[src/rtl/core/mftach_pkg.sv]
// Shared constants and controller/datapath command and status types for the
// multi-fan tach speed meter. No dependencies.
package mftach_pkg;

    localparam int NUM_SLOTS_DEF  = 7;
    localparam int COUNT_BITS_DEF = 13;

    localparam int LEVEL_W   = 7;
    localparam int FAN_W     = 3;
    localparam int SPEED_W   = 16;
    localparam int TIMEOUT_W = 12;
    localparam int PHASE_W   = 4;

    localparam int NUM_PHASES = 8;

    localparam logic [TIMEOUT_W-1:0] TIMEOUT_RESET = 12'd1000;

    localparam int DIV_BITS = 20;
    localparam logic [DIV_BITS-1:0] SPEED_NUMERATOR = 20'd600000;
    localparam int AVG_DIVISOR = 7;

    // floor(sum / 7) = (sum * RECIP7) >> RECIP7_SHIFT for every reachable sum
    localparam int RECIP7_W     = 20;
    localparam int RECIP7_SHIFT = 22;
    localparam logic [RECIP7_W-1:0] RECIP7 = 20'd599187;

    typedef struct packed {
        logic tick;
        logic end_take;
        logic div_step;
        logic out_load;
    } t_dp_cmd;

    typedef struct packed {
        logic end_phase;
        logic need_div;
    } t_dp_stat;

endpackage

[src/rtl/core/mftach_ctrl.sv]
// Controller for the multi-fan tach speed meter: sequences tick intake, the serial
// speed division and the result register. Uses mftach_pkg.
module mftach_ctrl (
    input  logic                i_clk,
    input  logic                i_rst_n,
    input  logic                i_tach_valid,
    input  logic                i_result_stall,
    input  mftach_pkg::t_dp_stat i_stat,
    output mftach_pkg::t_dp_cmd  o_cmd,
    output logic                o_tach_stall,
    output logic                o_result_valid
);

    localparam logic [1:0] S_IDLE = 2'd0;
    localparam logic [1:0] S_DIV  = 2'd1;
    localparam logic [1:0] S_OUT  = 2'd2;

    localparam int ITER_W = $clog2(mftach_pkg::DIV_BITS);
    localparam logic [ITER_W-1:0] ITER_LAST = ITER_W'(mftach_pkg::DIV_BITS - 1);

    logic [1:0]        r_state;
    logic [1:0]        n_state;
    logic [ITER_W-1:0] r_iter;
    logic [ITER_W-1:0] n_iter;
    logic              r_out_valid;
    logic              n_out_valid;
    logic              accept;
    logic              out_free;

    assign accept   = i_tach_valid && (r_state == S_IDLE);
    assign out_free = !r_out_valid || !i_result_stall;

    always_comb begin
        n_state        = r_state;
        n_iter         = r_iter;
        o_cmd.tick     = 1'b0;
        o_cmd.end_take = 1'b0;
        o_cmd.div_step = 1'b0;
        o_cmd.out_load = 1'b0;
        case (r_state)
            S_IDLE: begin
                if (accept) begin
                    if (i_stat.end_phase) begin
                        o_cmd.end_take = 1'b1;
                        n_iter = '0;
                        n_state = i_stat.need_div ? S_DIV : S_OUT;
                    end else begin
                        o_cmd.tick = 1'b1;
                    end
                end
            end
            S_DIV: begin
                o_cmd.div_step = 1'b1;
                n_iter = r_iter + 1'b1;
                if (r_iter == ITER_LAST) begin
                    n_state = S_OUT;
                end
            end
            S_OUT: begin
                if (out_free) begin
                    o_cmd.out_load = 1'b1;
                    n_state = S_IDLE;
                end
            end
            default: begin
                n_state = S_IDLE;
            end
        endcase
    end

    assign n_out_valid = o_cmd.out_load || (r_out_valid && i_result_stall);

    always_ff @(posedge i_clk) begin
        if (!i_rst_n) begin
            r_state     <= S_IDLE;
            r_iter      <= '0;
            r_out_valid <= 1'b0;
        end else begin
            r_state     <= n_state;
            r_iter      <= n_iter;
            r_out_valid <= n_out_valid;
        end
    end

    assign o_tach_stall   = (r_state != S_IDLE);
    assign o_result_valid = r_out_valid;

endmodule

[src/rtl/core/mftach_dp.sv]
// Datapath for the multi-fan tach speed meter: phase tracking, tick counting,
// reciprocal divide by 7, serial speed divider and result register. Uses mftach_pkg.
module mftach_dp #(
    parameter int NUM_SLOTS  = mftach_pkg::NUM_SLOTS_DEF,
    parameter int COUNT_BITS = mftach_pkg::COUNT_BITS_DEF
) (
    input  logic                                i_clk,
    input  logic                                i_rst_n,
    input  mftach_pkg::t_dp_cmd                  i_cmd,
    output mftach_pkg::t_dp_stat                 o_stat,
    input  logic [mftach_pkg::LEVEL_W-1:0]       i_tach_levels,
    input  logic                                i_cfg_valid,
    input  logic [mftach_pkg::TIMEOUT_W-1:0]     i_cfg_phase_timeout,
    output logic [mftach_pkg::FAN_W-1:0]         o_fan_index,
    output logic [mftach_pkg::SPEED_W-1:0]       o_speed,
    output logic                                o_speed_valid,
    output logic                                o_cycle_done
);

    localparam int SUM_W = COUNT_BITS + 3;
    localparam int CMP_W = (COUNT_BITS > mftach_pkg::TIMEOUT_W) ?
                           COUNT_BITS : mftach_pkg::TIMEOUT_W;
    localparam int DB    = mftach_pkg::DIV_BITS;
    localparam int FW    = mftach_pkg::FAN_W;
    localparam int PW    = mftach_pkg::PHASE_W;
    localparam int PROD_W = SUM_W + mftach_pkg::RECIP7_W;
    localparam logic [COUNT_BITS-1:0] COUNT_MAX = {COUNT_BITS{1'b1}};
    localparam logic [FW-1:0] LAST_SLOT = FW'(NUM_SLOTS - 1);
    localparam logic [PW-1:0] PHASE_END = PW'(mftach_pkg::NUM_PHASES);
    localparam logic [PW-1:0] PHASE_LAST = PW'(mftach_pkg::NUM_PHASES - 1);

    logic [mftach_pkg::TIMEOUT_W-1:0] r_timeout;
    logic [PW-1:0]         r_phase;
    logic [PW-1:0]         n_phase;
    logic [FW-1:0]         r_fan;
    logic [FW-1:0]         n_fan;
    logic [COUNT_BITS-1:0] r_count;
    logic [COUNT_BITS-1:0] n_count;
    logic [SUM_W-1:0]      r_sum;
    logic [SUM_W-1:0]      n_sum;
    logic                  r_seen_last;
    logic                  n_seen_last;

    logic [FW-1:0]         r_pend_fan;
    logic                  r_pend_valid;
    logic                  r_pend_done;

    logic [SUM_W-1:0]      r_div_rem;
    logic [DB-1:0]         r_div_quo;
    logic [SUM_W-1:0]      r_div_den;
    logic [SUM_W:0]        div_trial;
    logic                  div_fit;
    logic [PROD_W-1:0]     avg_prod;

    logic                  end_phase;
    logic                  last_slot;
    logic                  level_high;
    logic                  not_sat;
    logic [COUNT_BITS-1:0] count_inc;
    logic                  timed_out;
    logic                  advance;

    assign end_phase  = r_phase >= PHASE_END;
    assign last_slot  = r_fan >= LAST_SLOT;
    assign level_high = (r_fan < FW'(mftach_pkg::LEVEL_W)) ? i_tach_levels[r_fan] : 1'b0;
    assign not_sat    = r_count != COUNT_MAX;
    assign count_inc  = not_sat ? r_count + 1'b1 : r_count;
    assign timed_out  = CMP_W'(count_inc) > CMP_W'(r_timeout);
    assign advance    = r_phase[0] ? !level_high : level_high;

    assign o_stat.end_phase = end_phase;
    assign o_stat.need_div  = !last_slot && r_seen_last;

    always_comb begin
        n_phase     = r_phase;
        n_fan       = r_fan;
        n_count     = r_count;
        n_sum       = r_sum;
        n_seen_last = r_seen_last;
        if (i_cmd.tick) begin
            n_sum = not_sat ? r_sum + 1'b1 : r_sum;
            if (r_phase == PHASE_LAST) begin
                n_seen_last = 1'b1;
            end
            if (timed_out) begin
                n_phase = PHASE_END;
                n_count = count_inc;
            end else if (advance) begin
                n_phase = r_phase + 1'b1;
                n_count = '0;
            end else begin
                n_count = count_inc;
            end
        end else if (i_cmd.end_take) begin
            n_phase     = '0;
            n_count     = '0;
            n_sum       = '0;
            n_seen_last = 1'b0;
            n_fan       = last_slot ? '0 : r_fan + 1'b1;
        end
    end

    always_ff @(posedge i_clk) begin
        if (!i_rst_n) begin
            r_timeout   <= mftach_pkg::TIMEOUT_RESET;
            r_phase     <= '0;
            r_fan       <= '0;
            r_count     <= '0;
            r_sum       <= '0;
            r_seen_last <= 1'b0;
        end else begin
            if (i_cfg_valid) begin
                r_timeout <= i_cfg_phase_timeout;
            end
            r_phase     <= n_phase;
            r_fan       <= n_fan;
            r_count     <= n_count;
            r_sum       <= n_sum;
            r_seen_last <= n_seen_last;
        end
    end

    assign avg_prod  = PROD_W'(r_sum) * PROD_W'(mftach_pkg::RECIP7);
    assign div_trial = {r_div_rem, r_div_quo[DB-1]};
    assign div_fit   = div_trial >= {1'b0, r_div_den};

    always_ff @(posedge i_clk) begin
        if (i_cmd.end_take) begin
            r_pend_fan   <= r_fan;
            r_pend_valid <= !last_slot && r_seen_last;
            r_pend_done  <= last_slot;
            r_div_rem    <= '0;
            r_div_quo    <= mftach_pkg::SPEED_NUMERATOR;
            r_div_den    <= {avg_prod[mftach_pkg::RECIP7_SHIFT +: SUM_W-2], 2'b00};
        end else if (i_cmd.div_step) begin
            r_div_rem    <= div_fit ? SUM_W'(div_trial - {1'b0, r_div_den})
                                    : div_trial[SUM_W-1:0];
            r_div_quo    <= {r_div_quo[DB-2:0], div_fit};
        end
    end

    always_ff @(posedge i_clk) begin
        if (i_cmd.out_load) begin
            o_fan_index   <= r_pend_fan;
            o_speed       <= r_pend_valid ? r_div_quo[mftach_pkg::SPEED_W-1:0] : '0;
            o_speed_valid <= r_pend_valid;
            o_cycle_done  <= r_pend_done;
        end
    end

endmodule

[src/rtl/core/multi_fan_tach_speed_meter_core.sv]
// Top level of the multi-fan tach speed meter: controller plus datapath.
// Depends on mftach_pkg, mftach_ctrl and mftach_dp.
//
// Usage: each tach request is one timer tick carrying the sampled levels of
// the tach lines (bit n is fan n). Fans are measured one at a time, round
// robin over NUM_SLOTS slots; a measurement walks eight alternating phases.
// An ordinary tick produces no result; ticks can arrive back to back while
// tach input is not stalled. The tick after a measurement ends yields one result
// request: fan index, speed = 600000 / ((sum / 7) * 4) in 16 bits, a valid
// flag and a round-done flag on the last slot.
// After that end tick is taken, a speed result needs sum / 7 by reciprocal
// multiply on the take edge, then a 20-step restoring division, then the
// output load; a result without a speed goes straight to the output load.
// Tach input is stalled during that time.
// The result sits in an output register; a stalled receiver holds it, and
// further ordinary ticks are still taken meanwhile. A new end tick waits in
// the final stage until the register frees.
// The config channel is always ready and writes phase_timeout.
// Reset (synchronous, active low) returns to slot 0, phase 0, counts zero and
// phase_timeout 1000; no clearing pass is needed.
module multi_fan_tach_speed_meter_core #(
    parameter int NUM_SLOTS  = mftach_pkg::NUM_SLOTS_DEF,
    parameter int COUNT_BITS = mftach_pkg::COUNT_BITS_DEF
) (
    input  logic                                i_clk,
    input  logic                                i_rst_n,
    input  logic                                i_tach_valid,
    output logic                                o_tach_stall,
    input  logic [mftach_pkg::LEVEL_W-1:0]       i_tach_levels,
    output logic                                o_result_valid,
    input  logic                                i_result_stall,
    output logic [mftach_pkg::FAN_W-1:0]         o_fan_index,
    output logic [mftach_pkg::SPEED_W-1:0]       o_speed,
    output logic                                o_speed_valid,
    output logic                                o_cycle_done,
    input  logic                                i_cfg_valid,
    output logic                                o_cfg_ready,
    input  logic [mftach_pkg::TIMEOUT_W-1:0]     i_cfg_phase_timeout
);

    mftach_pkg::t_dp_cmd  cmd;
    mftach_pkg::t_dp_stat stat;

    assign o_cfg_ready = 1'b1;

    mftach_ctrl u_ctrl (
        .i_clk          (i_clk),
        .i_rst_n        (i_rst_n),
        .i_tach_valid   (i_tach_valid),
        .i_result_stall (i_result_stall),
        .i_stat         (stat),
        .o_cmd          (cmd),
        .o_tach_stall   (o_tach_stall),
        .o_result_valid (o_result_valid)
    );

    mftach_dp #(
        .NUM_SLOTS  (NUM_SLOTS),
        .COUNT_BITS (COUNT_BITS)
    ) u_dp (
        .i_clk               (i_clk),
        .i_rst_n             (i_rst_n),
        .i_cmd               (cmd),
        .o_stat              (stat),
        .i_tach_levels       (i_tach_levels),
        .i_cfg_valid         (i_cfg_valid),
        .i_cfg_phase_timeout (i_cfg_phase_timeout),
        .o_fan_index         (o_fan_index),
        .o_speed             (o_speed),
        .o_speed_valid       (o_speed_valid),
        .o_cycle_done        (o_cycle_done)
    );

endmodule
[config.mk]
export PLATFORM = sky130hd
export DESIGN_NAME = multi_fan_tach_speed_meter_core
export DESIGN_NICKNAME = d
export VERILOG_FILES = /design/src/rtl/core/mftach_pkg.sv /design/src/rtl/core/mftach_ctrl.sv /design/src/rtl/core/mftach_dp.sv /design/src/rtl/core/multi_fan_tach_speed_meter_core.sv
export SDC_FILE = /design/constraint.sdc
export NUM_CORES = 1
export LEC_CHECK = 0
export BUFFER_PORTS_ARGS = -buffer_cell sky130_fd_sc_hd__buf_4
export CAP_MARGIN = 20
export CORE_UTILIZATION = 54
export DETAILED_ROUTE_END_ITERATION = 7
export GPL_ROUTABILITY_DRIVEN = 0
export PLACE_DENSITY = 0.74
export SLEW_MARGIN = 15
export SYNTH_ARGS = -nofsm -noshare
export SYNTH_HDL_FRONTEND = slang
export SYNTH_SLANG_ARGS = --single-unit
export TNS_END_PERCENT = 10
[constraint.sdc]
create_clock -name i_clk -period 4.8 [get_ports i_clk]
set_clock_uncertainty 0.05 [all_clocks]
set_input_delay 0.96 -clock i_clk [delete_from_list [all_inputs] [get_ports i_clk]]
set_output_delay 0.96 -clock i_clk [all_outputs]
set_load 0.1 [all_outputs]
==> flow_summary.yaml, run 1 <==
worst_hold_path:
  holdCritPathClass: "reg2reg"
final_layout:
  seq_area_mm2: 0.00307
  fillers: 1404
  area_delta_synth_final_pct: 18.4
  multi_input_area_mm2: 0.00638
  stdcell_count: 1394
  diodes: 0
  final_layout_size_suffix_gt1_frac: 0.172
  final_area_mm2: 0.0117
  finalNetCount: 1386
clock_tree:
  cts_sinks: 133
  cts_buffers: 17
  cts_root_buf: "clkbuf_16"
  htreeDepth: 4
  clock_latency_ns: 0.42
  clkSlewWorstSetupHoldPaths_ns: 0.05
  tritoncts: "built"
  post_cts_buffers: 0
  clockBufferDepth: 2
critical_path:
  critical_path_required_ns: 4.91
  crit_top_cell: "fa_1"
  cpMaxStageDelayCell: "fa_1"
  startpoint_type: "flop"
  cp-end-kind: "flop"
  crit_fanout: 4
  slowest_delay_ns: 0.49
  path_class: "reg2reg"
  crit_chain: "ha_4, ha_4, inv_2, fa_1, inv_1, fa_1, inv_2, fa_1, inv_1, fa_1, ha_1, nand4_1, a21oi_2, nand3_2, a2111oi_4, and4bb_4, o31ai_4, o21a_1, nor2_1, xnor2_1"
  cp.arrival_ns: 5.23
power_and_ir_drop:
  p_clk_frac: 0.518
  p_int_mw: 2.11
  power_switching_mw: 0.552
  peakVddDrop_mv: 0.347
  pwr-share-seq: 0.438
  pwr-share-comb: 0.044
  power.density_mw_per_mm2: 227
  sw_frac_of_total: 0.207
  p_leak_nw: 6.03
sta:
  tightest_slew_ns: 0.926
  rsz0062_at_grt: "true"
  max_freq_mhz: 195
  setup_viol: 8
  slew_headroom: 0.381
  finalHoldViolations: 0
  fin_ws_ns: -0.319
  slew_viol_final: 0
  period_minus_slack_ns: 5.12
  final.period_utilization: 1.07
grt:
  gr-usage-all-layers: 0.218
  grt_max_degree: 49
  grt_pass1_vias: 7100
  antenna_found_initial: 0
  overflow: 0
  grt_pass1_wl_um: 32400
status:
  violations: "setup timing"
  status: "finished with violations"
placement:
  dpl.hpwl_um: 15000
  port_buffers: 46
  pre_cts_ws_ns: -0.459
  dpl_cell_area_mm2: 0.0110
  numPlacedInstances: 1362
synth:
  async_flop_share: 0
  ys.flop_type: "dfxtp_1"
  synth_adder_area_share: 0.305
  synth_top_family_by_area: "adder cells"
  synth_top_area_cell: "ha_1"
  synth-compound-area-share: 0.124
  synth_xor_area_frac: 0.0352
  synth_area_leaders: "ha_1 (20%), dfxtp_1 (19%), edfxtp_1 (12%), fa_1 (11%), inv_1 (5.0%)"
  synth_cells: 1044
  syn_area_mm2: 0.00991
  synth_cell_types: 71
  ys_seq_elements: 133
  yosysMostFrequentCell: "ha_1"
  synthTopCellsByCount: "ha_1 (158), inv_1 (132), dfxtp_1 (93)"
  synth_edf_count: 40
  yosysTopAreaCellShare: 0.199
  ys_seq_area_frac: 0.309
  synth.area.mux_share: 0.0134
  yosysWarningCount: 0
  avgSynthCellArea_um2: 9.49
  synth-simple-area-share: 0.153
  synthesis.nets: 1278
routing:
  dr_total_vias: 7442
  antenna_left: 0
  wl_per_cell_um: 13.8
  totalWireLength_um: 19200
  drtPass1Iterations: 7
  drtIter0Drc: 379
  drcViolationCount: 0
  via_per_inst: 5.34
die:
  fp.dieH_um: 137
  core_area_mm2: 0.0180
  die_x_um: 137
  num_io_pins: 48
  num_rows: 49
  initial_core_util: 0.552
  dieArea_mm2: 0.0189
job:
  maxCapViolations: 0
layout make-up:
class | count | area share
clock inverter | 12 | 0.0148
sequential | 133 | 0.262
multi-input combinational | 752 | 0.544
tap | 229 | 0.0244
clock buffer | 20 | 0.0389
timing repair buffer | 115 | 0.0736
inverter | 133 | 0.0428
per-layer routing:
layer	vias to the layer above	part of all wire	GRT usage
met5	-	0	0
met3	22	0.029	0.0357
li1	3803	-	-
met4	0	0.014	0.0684
met1	3502	0.47	0.284
met2	115	0.49	0.367
sequential cells by signal (all words and copies together) (netlist names), 4 cells and up:
name            cells
u_dp.r_div_quo     20
u_ctrl.r_iter       5
u_dp.r_div_rem     16
u_dp.r_div_den     14
u_dp.r_timeout     12
u_dp.r_sum         16
u_dp.r_phase        4
u_dp.r_count       13
u_dp.o_speed       16
cell usage in the layout (no fill, tap or decap), drive strengths merged, types with 8 or more instances in the layout:
master	Yosys	final
nand2	91	91
a21oi	59	59
a211oi	14	14
edfxtp	40	40
nand3	33	33
o21a	8	8
o21ai	44	44
o211ai	14	14
xnor2	19	19
nor2	66	66
nand4	14	14
nor3	9	9
dfxtp	93	93
buf	5	115
ha	158	158
and3	11	11
a21boi	10	10
and2	26	26
nor2b	19	19
clkbuf	21	20
mux2i	11	11
inv	132	134
a21o	8	8
fa	52	52
xor2	20	20
nand2b	8	8
worst paths after layout:
check | from | end | slack, ns | depth (start not counted)
hold / removal | u_dp.r_pend_fan[2] | u_dp.o_fan_index[2] | 0.37 | 0
setup reg to reg | u_dp.r_sum[14] | u_dp.r_div_den[14] | -0.32 | 20
setup / recovery | u_dp.r_sum[14] | u_dp.r_div_den[14] | -0.32 | 20
hold reg to reg | u_dp.r_pend_fan[2] | u_dp.o_fan_index[2] | 0.37 | 0
power by group through the flow:
stage                     registers [mW]  logic, mW  clock network (mW)
after floorplan                     1.19     0.0764                   0
after global placement              1.19      0.111                   0
after detailed placement            1.19      0.114                   0
after CTS                           1.17      0.117                1.39
after global routing                1.17      0.132                1.45
final                               1.17      0.117                1.38
through the flow:
step | setup TNS (ns) | utilization | total power [mW] | hold slack, ns
finish | -1.48 | 0.653 | 2.66 | 0.370
CTS | -1.83 | 0.651 | 2.68 | 0.371
global route | -3.71 | 0.653 | 2.75 | 0.375
global placement | -2.17 | 0.614 | 1.30 | 0.354
detailed placement | -2.91 | 0.614 | 1.30 | 0.356
floorplan | -0.240 | - | 1.26 | 0.350
cells by family (layout without fill, tap and decap cells):
group | after synthesis | count (layout)
AND/OR/NAND/NOR | 298 | 298
flip-flops | 133 | 133
adder cells (fa/ha/maj) | 210 | 210
AO/OA/AOI/OAI | 191 | 191
other | 1 | 1
XOR/XNOR | 39 | 39
buffers and inverters | 159 | 280
multiplexers | 13 | 13
repair_timing:
action                     in CTS  in global routing
resized for setup              10                  9
hold buffers                    0                  0
cloned                          0                  0
pin swaps                      10                  3
setup endpoints to repair      13                 13
critical path: cells and delay by family, from the launching register on:
family	cells	cell delay, ns
DFF	1	0.36
AOI/OAI and AO/OA	4	0.92
and+or+nand+nor	4	0.54
buffers and inverters	4	0.17
adders and majority gates	7	2.70
xor gates and xnor gates	1	0.11
Note: power is estimated with default switching activity, not from simulation.
==> run 2: changes to the inputs <==
- CELL_PAD_IN_SITES_DETAIL_PLACEMENT: unset -> 0
- CELL_PAD_IN_SITES_GLOBAL_PLACEMENT: unset -> 1
- CORE_UTILIZATION: 54 -> 44
- PLACE_DENSITY: 0.74 -> unset
- PLACE_DENSITY_LB_ADDON: unset -> 0.1
==> run 2 against run 1 <==
Compared with the run above:
- the run ends with DRC, setup timing left
- global-route usage shrank 3.3 points
- die area grew 22%
- final area grew 0.95%
- sequential share of layout area shrank 0.25 points
- utilization shrank 11 points
- sequential power is essentially flat
- combinational power is essentially flat
- worst setup slack gained 0.017 ns
- critical path type unchanged
- total power shrank 4.2%
- highest routed layer unchanged
- clock-buffer cell count shrank 2
==> flow_summary.yaml, run 2 (synthesized netlist as in run 1, its figures left out) <==
grt:
  overflow: 0
  grt_max_degree: 49
  grt_pass1_wl_um: 34900
  gr-usage-all-layers: 0.184
  grt_pass1_vias: 7258
  antenna_found_initial: 0
final_layout:
  largest_reg_flops: 20
  layout_common_cells: "ha_1 (150), inv_1 (128), buf_4 (121), nand2_1 (90), dfxtp_1 (90)"
  finalNetCount: 1394
  area_delta_synth_final_pct: 19.5
  final_layout_size_suffix_gt1_frac: 0.181
  diodes: 0
  final_util: 0.539
  final_common_cell: "ha_1"
  top_register: "u_dp.r_div_quo"
sta:
  finalHoldViolations: 0
  final.period_utilization: 1.06
  setup_viol: 8
  slew_viol_final: 0
  period_minus_slack_ns: 5.10
  hold_ws_ns: 0.366
  fin_ws_ns: -0.302
  tightest_slew_ns: 0.634
  rsz0062_at_grt: "true"
  slew_headroom: 0.575
  max_freq_mhz: 196
routing:
  dr_total_vias: 7226
  drtIter0Drc: 299
  drcViolationCount: 19
  totalWireLength_um: 19900
  drtPass1Iterations: 6
  antenna_left: 0
  via_per_inst: 4.97
  wl_per_cell_um: 13.7
clock_tree:
  cts_root_buf: "clkbuf_16"
  clock_latency_ns: 0.42
  cts_hold_buf: 0
  clockBufferDepth: 2
  tritoncts: "built"
  post_cts_buffers: 0
  htreeDepth: 4
  cts_sinks: 133
  cts_buffers: 17
  clkSlewWorstSetupHoldPaths_ns: 0.06
critical_path:
  worstReg2RegStart: "u_dp.r_sum[14]"
  crit_top_cell: "fa_1"
  slowest_delay_ns: 0.49
  path_class: "reg2reg"
  crit_family: "adder cells"
  crit_chain: "ha_4, ha_4, inv_2, fa_1, inv_1, fa_1, inv_1, fa_1, inv_1, fa_1, ha_1, nand4_1, a21oi_1, nand3_1, a2111oi_4, and4bb_4, o31ai_4, o21a_1, nor2_1, xnor2_1"
  crit_fanout: 3
  critical_path_required_ns: 4.91
  cp-end-kind: "flop"
  cp.arrival_ns: 5.22
  crit_buf_inv: 4
  cpMaxStageDelayCell: "fa_1"
  worstSetupStartpoint: "u_dp.r_sum[14]"
  startpoint_type: "flop"
power_and_ir_drop:
  power.density_mw_per_mm2: 215
  sw_frac_of_total: 0.231
  p_clk_frac: 0.496
  pwr-share-comb: 0.047
  pwr-share-seq: 0.457
  p_int_mw: 1.96
  peakVddDrop_mv: 0.214
  p_leak_nw: 6.04
  power_switching_mw: 0.589
die:
  die_x_um: 152
  fp.dieH_um: 152
  dieArea_mm2: 0.0231
  core_area_mm2: 0.0220
  num_rows: 54
  initial_core_util: 0.451
  num_io_pins: 48
job:
  maxCapViolations: 0
worst_hold_path:
  holdCritPathClass: "reg2reg"
  worstHoldStart: "u_dp.r_pend_done"
placement:
  port_buffers: 46
  dpl.hpwl_um: 15500
status:
  status: "finished with violations"
  violations: "DRC, setup timing"
[run 2: changes by cell type in the layout (fill, tap and decap cells not counted), moves of 2 or more]
cell | previous run | this run
fa_2 | 1 | 4
clkinv_2 | 1 | 3
buf_4 | 115 | 121
bufinv_16 | 4 | 1
ha_1 | 152 | 150
clkinv_4 | 1 | 3
fa_1 | 51 | 48
ha_4 | 5 | 7
clkbuf_8 | 2 | 0
[run 2: final timing paths]
kind	end	slack, ns	depth (start not counted)
max	u_dp.r_div_den[14]	-0.30	20
min	u_dp.o_cycle_done	0.37	0
max reg2reg	u_dp.r_div_den[14]	-0.30	20
min reg2reg	u_dp.o_cycle_done	0.37	0
[run 2: metal layers]
layer | up-vias | share of wire | GRT usage | wire (um)
met5 | - | 0 | 0 | 0
met1 | 3330 | 0.52 | 0.264 | 10400
met2 | 65 | 0.45 | 0.291 | 8960
li1 | 3824 | - | - | -
met4 | 0 | 0.0063 | 0.0423 | 126
met3 | 7 | 0.019 | 0.0288 | 381
[run 2: power by group through the flow]
stage / clock, mW / combinational (mW) / sequential (mW)
after floorplan: 0 / 0.0764 / 1.19
after detailed placement: 0 / 0.117 / 1.19
after CTS: 1.30 / 0.120 / 1.16
after global routing: 1.34 / 0.137 / 1.17
after global placement: 0 / 0.117 / 1.19
final: 1.26 / 0.119 / 1.16
[run 2: worst reg2reg max path, stage by stage, from the launching register on]
cell,delay (ns)
dfxtp_4,0.36
ha_4,0.24
ha_4,0.25
inv_2,0.03
fa_1,0.47
inv_1,0.05
fa_1,0.49
inv_1,0.05
fa_1,0.48
inv_1,0.05
fa_1,0.43
ha_1,0.30
nand4_1,0.08
a21oi_1,0.12
nand3_1,0.15
a2111oi_4,0.38
and4bb_4,0.28
o31ai_4,0.23
o21a_1,0.16
nor2_1,0.06
xnor2_1,0.12
[run 2: final cells by class]
class	count	area, um^2
tap	280	350
timing repair buffer	123	943
clock buffer	18	450
inverter	133	502
sequential	133	3070
multi-input combinational	752	6410
clock inverter	14	124
fill	2040	10100
[run 2: through the flow]
step	instance area, um^2	power (mW)	setup WS (ns)	TNS (ns)	cells
4_1_cts	11800	2.59	-0.353	-1.86	1451
3_5_place_dp	11100	1.31	-0.466	-2.87	1419
5_1_grt	11800	2.64	-0.538	-3.83	1453
6_report	11800	2.55	-0.302	-1.31	1453
2_1_floorplan	9980	1.26	-0.114	-0.240	1044
3_3_place_gp	11100	1.31	-0.413	-2.55	1419
[run 2: repair_timing]
item / CTS / global route
hold endpoints to repair: 0 / 0
resized for setup: 11 / 10
pin swaps: 10 / 3
setup endpoints to repair: 13 / 13
==> run 3: changes to the inputs <==
- CORE_UTILIZATION: 44 -> 49
- clock period: 4.8 -> 4.9 ns (I/O delays scaled with it)
==> run 3 against run 2 <==
Compared with the run above:
- the flow finishes with violations (setup timing)
- sequential share of layout area rose by 0.20 points
- cell count shrank 1.9%
- via count grew 0.98%
- routed wire length is 2.8% lower
- critical endpoint unchanged
==> flow_summary.yaml, run 3 (synthesized netlist as in run 1, its figures left out) <==
status:
  status: "finished with violations"
  violations: "setup timing"
sta:
  max_freq_mhz: 194
  rsz0062_at_grt: "true"
  slew_viol_final: 0
  hold_ws_ns: 0.363
  slew_headroom: 0.284
  period_minus_slack_ns: 5.16
  setup_viol: 5
  finalSetupTns_ns: -0.881
  final.period_utilization: 1.05
  fin_ws_ns: -0.263
  tightest_slew_ns: 1.07
  finalHoldViolations: 0
placement:
  numPlacedInstances: 1391
  pre_cts_ws_ns: -0.379
  dpl.hpwl_um: 14900
  dpl_cell_area_mm2: 0.0110
  port_buffers: 46
critical_path:
  slowest_delay_ns: 0.49
  crit_fanout: 3
  cp-end-kind: "flop"
  cpMaxStageDelayCell: "fa_1"
  path_class: "reg2reg"
  startpoint_type: "flop"
  cp.arrival_ns: 5.28
  crit_chain: "ha_4, ha_4, inv_2, fa_1, inv_1, fa_1, inv_1, fa_1, inv_1, fa_1, ha_1, nand4_1, a21oi_2, nand3_2, a2111oi_4, and4bb_4, o31ai_4, o21a_1, nor2_1, xnor2_1"
  crit_family: "adder cells"
  crit_buf_inv: 4
  crit_top_cell: "fa_1"
  critical_path_required_ns: 5.01
clock_tree:
  clock_latency_ns: 0.42
  clockBufferDepth: 2
  htreeDepth: 4
  clkSlewWorstSetupHoldPaths_ns: 0.06
  cts_root_buf: "clkbuf_16"
  tritoncts: "built"
  cts_buffers: 17
  cts_sinks: 133
  cts_hold_buf: 0
routing:
  drcViolationCount: 0
  wl_per_cell_um: 13.6
  drtPass1Iterations: 5
  top_layer_used: "met4"
  totalWireLength_um: 19300
  antenna_left: 0
  drtIter0Drc: 329
  route.met2.wl_um: 8680
  m1WireLength_um: 9910
  dr_total_vias: 7297
  via_per_inst: 5.12
  dr_wl_met3_um: 518
final_layout:
  layout_common_cells: "ha_1 (150), inv_1 (128), buf_4 (107), nand2_1 (90), dfxtp_1 (90)"
  fillers: 1776
  final_area_mm2: 0.0118
  diodes: 0
  final_common_cell: "ha_1"
  top_register: "u_dp.r_div_quo"
  area_delta_synth_final_pct: 18.6
  stdcell_count: 1426
  finalNetCount: 1382
  final_layout_size_suffix_gt1_frac: 0.173
  final_util: 0.598
  largest_reg_flops: 20
grt:
  gr-usage-all-layers: 0.203
  grt_max_degree: 49
  grt_pass1_vias: 6861
  overflow: 0
  antenna_found_initial: 0
  grt_pass1_wl_um: 33100
die:
  die_x_um: 144
  core_area_mm2: 0.0197
  fp.dieH_um: 144
  num_rows: 51
  num_io_pins: 48
  dieArea_mm2: 0.0208
  initial_core_util: 0.504
power_and_ir_drop:
  p_leak_nw: 5.99
  power.density_mw_per_mm2: 214
  peakVddDrop_mv: 0.161
  power_mw: 2.52
worst_hold_path:
  holdCritPathClass: "reg2reg"
job:
  maxCapViolations: 0
## run 3: cell count changes in the layout (fill, tap and decap cells not counted), sizes merged
| cell | delta |
|---|---|
| buf | -12 |
| clkinv | -4 |
| inv | +3 |
| bufinv | +1 |
## run 3: final cells by class
type | instances | area (um^2) | share of cell area
Multi-Input combinational cell | 752 | 6410 | 0.545
Sequential cell | 133 | 3070 | 0.261
Timing Repair Buffer | 111 | 865 | 0.0736
Inverter | 133 | 502 | 0.0427
Clock buffer | 18 | 429 | 0.0365
Tap cell | 265 | 332 | 0.0282
Clock inverter | 14 | 151 | 0.0129
## run 3: worst paths after layout
path	startpoint	endpoint	slack, ns	cells past startpoint
worst max register to register	u_dp.r_sum[14]	u_dp.r_div_den[14]	-0.26	20
worst min register to register	u_dp.r_pend_fan[0]	u_dp.o_fan_index[0]	0.36	0
worst min-delay path	u_dp.r_pend_fan[0]	u_dp.o_fan_index[0]	0.36	0
worst max-delay path	u_dp.r_sum[14]	u_dp.r_div_den[14]	-0.26	20
## run 3: per-layer routing
layer  vias to the layer above  track usage
li1                       3793            -
met4                         0       0.0582
met3                        15       0.0341
met2                       102        0.316
met1                      3387        0.289
met5                         -            0
## run 3: report_power, final
part	internal [mW]	switching, mW	leakage [nW]	total [mW]
clock network	0.756	0.510	0.277	1.27
registers	1.14	0.00624	1.10	1.14
logic	0.0507	0.0617	4.61	0.112
## run 3: worst reg2reg max path, stage by stage (launching register included)
cell and delay (ns):
dfxtp_4 0.36, ha_4 0.24, ha_4 0.25, inv_2 0.03
fa_1 0.47, inv_1 0.05, fa_1 0.48, inv_1 0.05
fa_1 0.49, inv_1 0.05, fa_1 0.43, ha_1 0.30
nand4_1 0.09, a21oi_2 0.13, nand3_2 0.12, a2111oi_4 0.43
and4bb_4 0.27, o31ai_4 0.26, o21a_1 0.18, nor2_1 0.06
xnor2_1 0.12
## run 3: what timing repair did
item,CTS,global route
setup buffers,1,0
pin swaps,11,4
resized for setup,14,10
hold endpoints to repair,0,0
setup endpoints to repair,9,13
